==> src/assert_macros.svh <==
// Assertion helpers for the RTL; split_vq_nearest_search includes them.
`ifndef ASSERT_MACROS_SVH
`define ASSERT_MACROS_SVH

// Same-cycle implication, checked on the rising clock edge outside reset.
`define ASSERT_SAME(lbl, clk, rst_n, ante, cons) \
	lbl: assert property (@(posedge clk) disable iff (!(rst_n)) (ante) |-> (cons)) \
		else $error("assertion failed: same-cycle check");

// Next-cycle implication, checked on the rising clock edge outside reset.
`define ASSERT_NEXT(lbl, clk, rst_n, ante, cons) \
	lbl: assert property (@(posedge clk) disable iff (!(rst_n)) (ante) |=> (cons)) \
		else $error("assertion failed: next-cycle check");

`endif

==> src/svq_pkg.sv <==
package svq_pkg;

	// Default sizing of the codebook.
	localparam int NUM_SPLITS_DEF   = 4;
	localparam int BOOK_ENTRIES_DEF = 256;
	localparam int SUB_DIM_DEF      = 4;
	localparam int ELEM_BITS_DEF    = 16;

	// Number of component fields carried on the command and result ports.
	localparam int PORT_ELEMS = 4;

	// Command opcodes. Code three means nothing and is ignored.
	localparam logic [1:0] OP_WRITE   = 2'd0;
	localparam logic [1:0] OP_QUANT   = 2'd1;
	localparam logic [1:0] OP_DEQUANT = 2'd2;

	typedef struct packed {
		logic [1:0]          opcode;
		logic [1:0]          split_sel;
		logic [7:0]          entry_sel;
		logic signed [15:0]  elem0;
		logic signed [15:0]  elem1;
		logic signed [15:0]  elem2;
		logic signed [15:0]  elem3;
	} svq_cmd_t;

	typedef struct packed {
		logic [7:0]          code_index;
		logic signed [15:0]  quant0;
		logic signed [15:0]  quant1;
		logic signed [15:0]  quant2;
		logic signed [15:0]  quant3;
	} svq_result_t;

	typedef enum logic [1:0] {
		ST_IDLE,
		ST_SCAN,
		ST_DRAIN,
		ST_OUT
	} svq_state_t;

endpackage

==> src/svq_dist.sv <==
// Squared Euclidean distance between the held target and one codebook row.
// Two register stages: per-component squares, then their sum.
module svq_dist #(
	parameter int SUB_DIM   = svq_pkg::SUB_DIM_DEF,
	parameter int ELEM_BITS = svq_pkg::ELEM_BITS_DEF,
	localparam int ROW_W  = SUB_DIM * ELEM_BITS,
	localparam int SQ_W   = 2 * ELEM_BITS,
	localparam int DIST_W = SQ_W + $clog2(SUB_DIM)
) (
	input  logic              clk,
	input  logic [ROW_W-1:0]  tgt,
	input  logic [ROW_W-1:0]  row_s1,
	output logic [DIST_W-1:0] dist_s3
);

	logic [SUB_DIM-1:0][SQ_W-1:0] sq_d;
	logic [SUB_DIM-1:0][SQ_W-1:0] sq_s2;
	logic [DIST_W-1:0]            sum_d;

	// Difference of two in-range values needs one extra bit; its magnitude
	// fits back in ELEM_BITS, so each square fits in twice that.
	always_comb begin
		logic signed [ELEM_BITS:0] diff;
		logic [ELEM_BITS-1:0]      mag;
		for (int d = 0; d < SUB_DIM; d++) begin
			diff = (ELEM_BITS+1)'($signed(tgt[d*ELEM_BITS +: ELEM_BITS]))
				- (ELEM_BITS+1)'($signed(row_s1[d*ELEM_BITS +: ELEM_BITS]));
			mag = diff[ELEM_BITS] ? ELEM_BITS'(-diff) : ELEM_BITS'(diff);
			sq_d[d] = SQ_W'(mag) * SQ_W'(mag);
		end
	end

	always_comb begin
		sum_d = '0;
		for (int d = 0; d < SUB_DIM; d++) begin
			sum_d = sum_d + DIST_W'(sq_s2[d]);
		end
	end

	always_ff @(posedge clk) begin
		sq_s2   <= sq_d;
		dist_s3 <= sum_d;
	end

endmodule

==> config.mk <==
export PLATFORM = sky130hd
export DESIGN_NAME = svq_dist
export DESIGN_NICKNAME = d
export VERILOG_FILES = /design/src/assert_macros.svh /design/src/svq_pkg.sv /design/src/svq_dist.sv
export SDC_FILE = /design/constraint.sdc
export NUM_CORES = 2
export LEC_CHECK = 0
export BUFFER_PORTS_ARGS = -buffer_cell sky130_fd_sc_hd__buf_2
export CAP_MARGIN = 20
export CORE_UTILIZATION = 60
export DETAILED_ROUTE_END_ITERATION = 8
export GPL_TIMING_DRIVEN = 0
export PLACE_DENSITY = 0.86
export SYNTH_ARGS = -nofsm -noshare
export SYNTH_HDL_FRONTEND = slang
export SYNTH_SLANG_ARGS = --single-unit
==> constraint.sdc <==
create_clock -name clk -period 17.11 [get_ports clk]
set_input_delay 0.8555 -clock clk [delete_from_list [all_inputs] [get_ports clk]]
set_output_delay 0.8555 -clock clk [all_outputs]
set_load 0.02 [all_outputs]
-- Word level (Yosys, flattened, before mapping)
Cells that the tools add are included.
W data, S select, Z words.
- bits in registers: 162
- bits of input ports: 129
- output and inout bits: 34
- word-level logic and storage cells: 24
- add/subtract/negate cells: 11
- $mul: 4
- muxes and demuxes: 4
- operators by type and width (cell ; count):
    $mul A16 B16 Y32 ; 4
    $sub A16 B16 Y17 ; 4
    $mux W16 ; 4
    $neg A16 Y16 ; 4
    $add A33 B32 Y34 ; 1
    $add A34 B32 Y34 ; 1
    $add A32 B32 Y33 ; 1

-- Logic depth before layout (Yosys ltp)
- depth after elaboration: 4
- mapped depth: 40
- gate-level depth less buffers: 39

-- Worst setup path after synthesis
No wires, ideal clock.
- path kind: input to register
- start: input tgt[32]
- end: register sq_s2[95] in the netlist's numbering
- library setup time: 0.072 ns
- arrival: 9.319 ns
- data required time: 17.038 ns
- setup slack: 7.719 ns
- stages: 36
- buffers on the path: 1
- cell sequence: inv_1 ha_1 fa_1 nor2b_1 o31a_1 o2111ai_1 a311oi_1 o31a_1 nor4_1 a21oi_2 buf_2 nor2_1 xnor2_1 clkinv_1 nand2_1 fa_1 fa_1 inv_1 fa_1 fa_1 fa_1 inv_1 fa_1 inv_1 ha_1 a21o_1 a21o_1 a221o_1 a31oi_1 nor2_1 a31oi_1 o2bb2ai_1 o21ai_0 a31oi_1 xor2_1 xnor2_1
- RTL lines (what ; RTL line ; source):
    start: declaration ; svq_dist.sv:11 ; input logic [ROW_W-1:0] tgt,
    end signal: assignment ; svq_dist.sv:41 ; sq_s2 <= sq_d;
    end: declaration ; svq_dist.sv:17 ; logic [SUB_DIM-1:0][SQ_W-1:0] sq_s2;

==> run metrics <==
status completed; Setup Skew 11.2 ps; critical path arrival 11590 ps; post-CTS sizing 0; Worst Setup EP sq_s2[126]; hold depth 1; Starting Density 60.9%; Slew Limit Fails 0; HPWL Detailed 76400 µm; full die area 0.0653 mm²; Slew headroom 19.0%; TritonCTS Buffers 17; Post-synth ARST share 0%; DRC viols 0; average cell area after synthesis 8.87 µm²; total gr overflow 0; sequential area share after synthesis 8.20%; clk buf depth 2; worst r2r dst dist_s3[32]; RD Place Congestion 0.968; CP max FO 10; CTS root buf clkbuf_16; hold-fix buffer count after cts 0; Rows 92; area share of the leading cell type in the synthesized netlist 37.1%; Critical-path top delay cell xnor2_1; die span in y 255 µm; leading area contributor after synthesis fa_1; Critical Path Most Common Cell inv_1; vias in the first global route 31400; main area contributors after synthesis fa_1 (37%), ha_1 (16%), inv_1 (10%); first-pass GRT wire length 151000 µm; CTS tree built; FF-to-FF path depth 15; max frequency 0.0882 GHz; EDFF count, synth 0; Synth Register Bits 158; Yosys cell types 93; CP Data Required Time 17370 ps; Max-Cap Viols 0; final setup fails 0; RSZ-0062 raised after global routing false; drt pass-1 iters 5; I/O pin count 163; Final Critical Period 11340 ps; Max stage delay on crit path 800 ps; initial antenna violation count 5; CP Launch Type primary input; final wirelength 90200 µm; Reg2Reg Setup Slack 11940 ps; Clk pin slew, worst setup/hold paths 70 ps; FF-to-FF Start sq_s2[2]; Initial DRC Count 2346; Fillers 4939; Mapped Area 0.0386 mm²; synthesized instance count 4346; nets 5864; port bufs 162; flip-flop and latch area 0.00316 mm²; final period utilization 66.3%; HP Class register to register; Worst-Margin Slew 1210 ps; TritonCTS Sinks 158; via count 30000; Max H-tree Level 4; DIE WIDTH 255 µm; core area 0.0633 mm²; largest net degree at the start of global routing 17; final hold violations 0; setup_tns 0 ps; postcts setup bufs 0; synthesis warning total 0; WS Path Type primary input to register; footprint of the multi-input gates 0.0310 mm²; routed len/inst 16.7 µm; Area Growth Syn to Fin 6.54%; worst skew pair latency 440 ps; crit path from row_s1[54]; Via density 5.56; ys flop type dfxtp_1; share of layout cells above drive strength 1 6.01%; Final ANT Viol Nets 0; crit end category register; GRT Overall Usage 28.4%
-- cells by family (layout without fill, tap and decap cells) --
group	count (synthesis)	in the layout	synth area share [%]
adder cells (fa/ha/maj)	1203	1203	53.0
buffers and inverters	1160	1357	11.4
AND/OR/NAND/NOR	1003	1003	11.7
AO/OA/AOI/OAI	564	564	9.71
XOR/XNOR	252	252	5.95
flip-flops	158	158	8.20
multiplexers	4	4	0.110
other	2	7	0.0195
-- worst min-delay path by stage --
stage                            end  slack [ps]  startpoint
after global placement    dist_s3[0]         450   sq_s2[96]
after floorplan           dist_s3[0]         430   sq_s2[96]
after detailed placement  dist_s3[0]         460   sq_s2[96]
after CTS                 dist_s3[0]         480   sq_s2[96]
final                     dist_s3[0]         480   sq_s2[96]
after global routing      dist_s3[0]         510   sq_s2[96]
-- Yosys cell counts, drive strengths merged (19+ instances only) --
cell type and instances:
nand2b 48, inv 1080, xnor2 167, o21ai 92, dfxtp 158, xor2 85, buf 20, nor3 54
nand3 45, a21o 85, clkbuf 45, nor2 394, nand2 306, nor2b 30, ha 488, fa 715
a21oi 151, a31oi 21, nor4 19, o21bai 31, o31ai 19, o21a 40
-- critical path: cells and delay by family --
kind | cells | cell delay (ps)
compound gates | 15 | 3960
xor+xnor | 2 | 1380
fa+ha+maj | 8 | 3610
simple gates | 3 | 460
buf+inv | 10 | 1350
-- state kept, by name, summed over array words and instances, names as in the netlist --
signal	cells
sq_s2	124
dist_s3	34
-- cells in the final DEF (no fill, tap or decap), types with 29 or more instances in the layout --
cell type / n
nand3_1: 45
buf_2: 179
a21oi_1: 149
inv_1: 1070
o21ai_0: 89
o21bai_1: 31
fa_1: 715
ha_1: 488
dfxtp_1: 158
nor2b_1: 29
nor3_1: 53
nor2_1: 393
nand2b_1: 48
o21a_1: 40
a21o_1: 85
nand2_1: 304
xor2_1: 85
clkbuf_1: 45
xnor2_1: 160
-- cell type report --
type,count,area share (%)
clock inverter,13,0.414
tap,846,2.58
timing repair buffer,166,2.05
antenna,4,0.0244
clock buffer,18,1.07
sequential,158,7.70
inverter,1095,10.0
multi-input combinational,3029,75.5
buffer,65,0.673
-- stage by stage --
| step | worst slack (ps) | instances | cell area, µm² | hold WS [ps] | util [%] |
|---|---|---|---|---|---|
| 3_5_place_dp | 5370 | 5356 | 40400 | 460 | 63.9 |
| 4_1_cts | 5700 | 5387 | 41000 | 478 | 64.8 |
| 3_3_place_gp | 5500 | 5355 | 40400 | 450 | 63.9 |
| 2_1_floorplan | 7720 | 4347 | 38600 | 432 | - |
| 6_report | 5770 | 5394 | 41100 | 476 | 64.9 |
| 5_1_grt | 5380 | 5390 | 41100 | 509 | 64.9 |
-- per-layer routing --
metal | GRT usage [%] | vias up | wire, µm
met5 | 0 | - | 0
met4 | 11.7 | 0 | 3940
met3 | 4.34 | 262 | 6580
met2 | 49.0 | 1138 | 44500
met1 | 35.7 | 14700 | 35200
li1 | - | 13900 | -
Power is not shown: default switching activity piles up to over one toggle a cycle in this logic, so the estimate is an artifact.
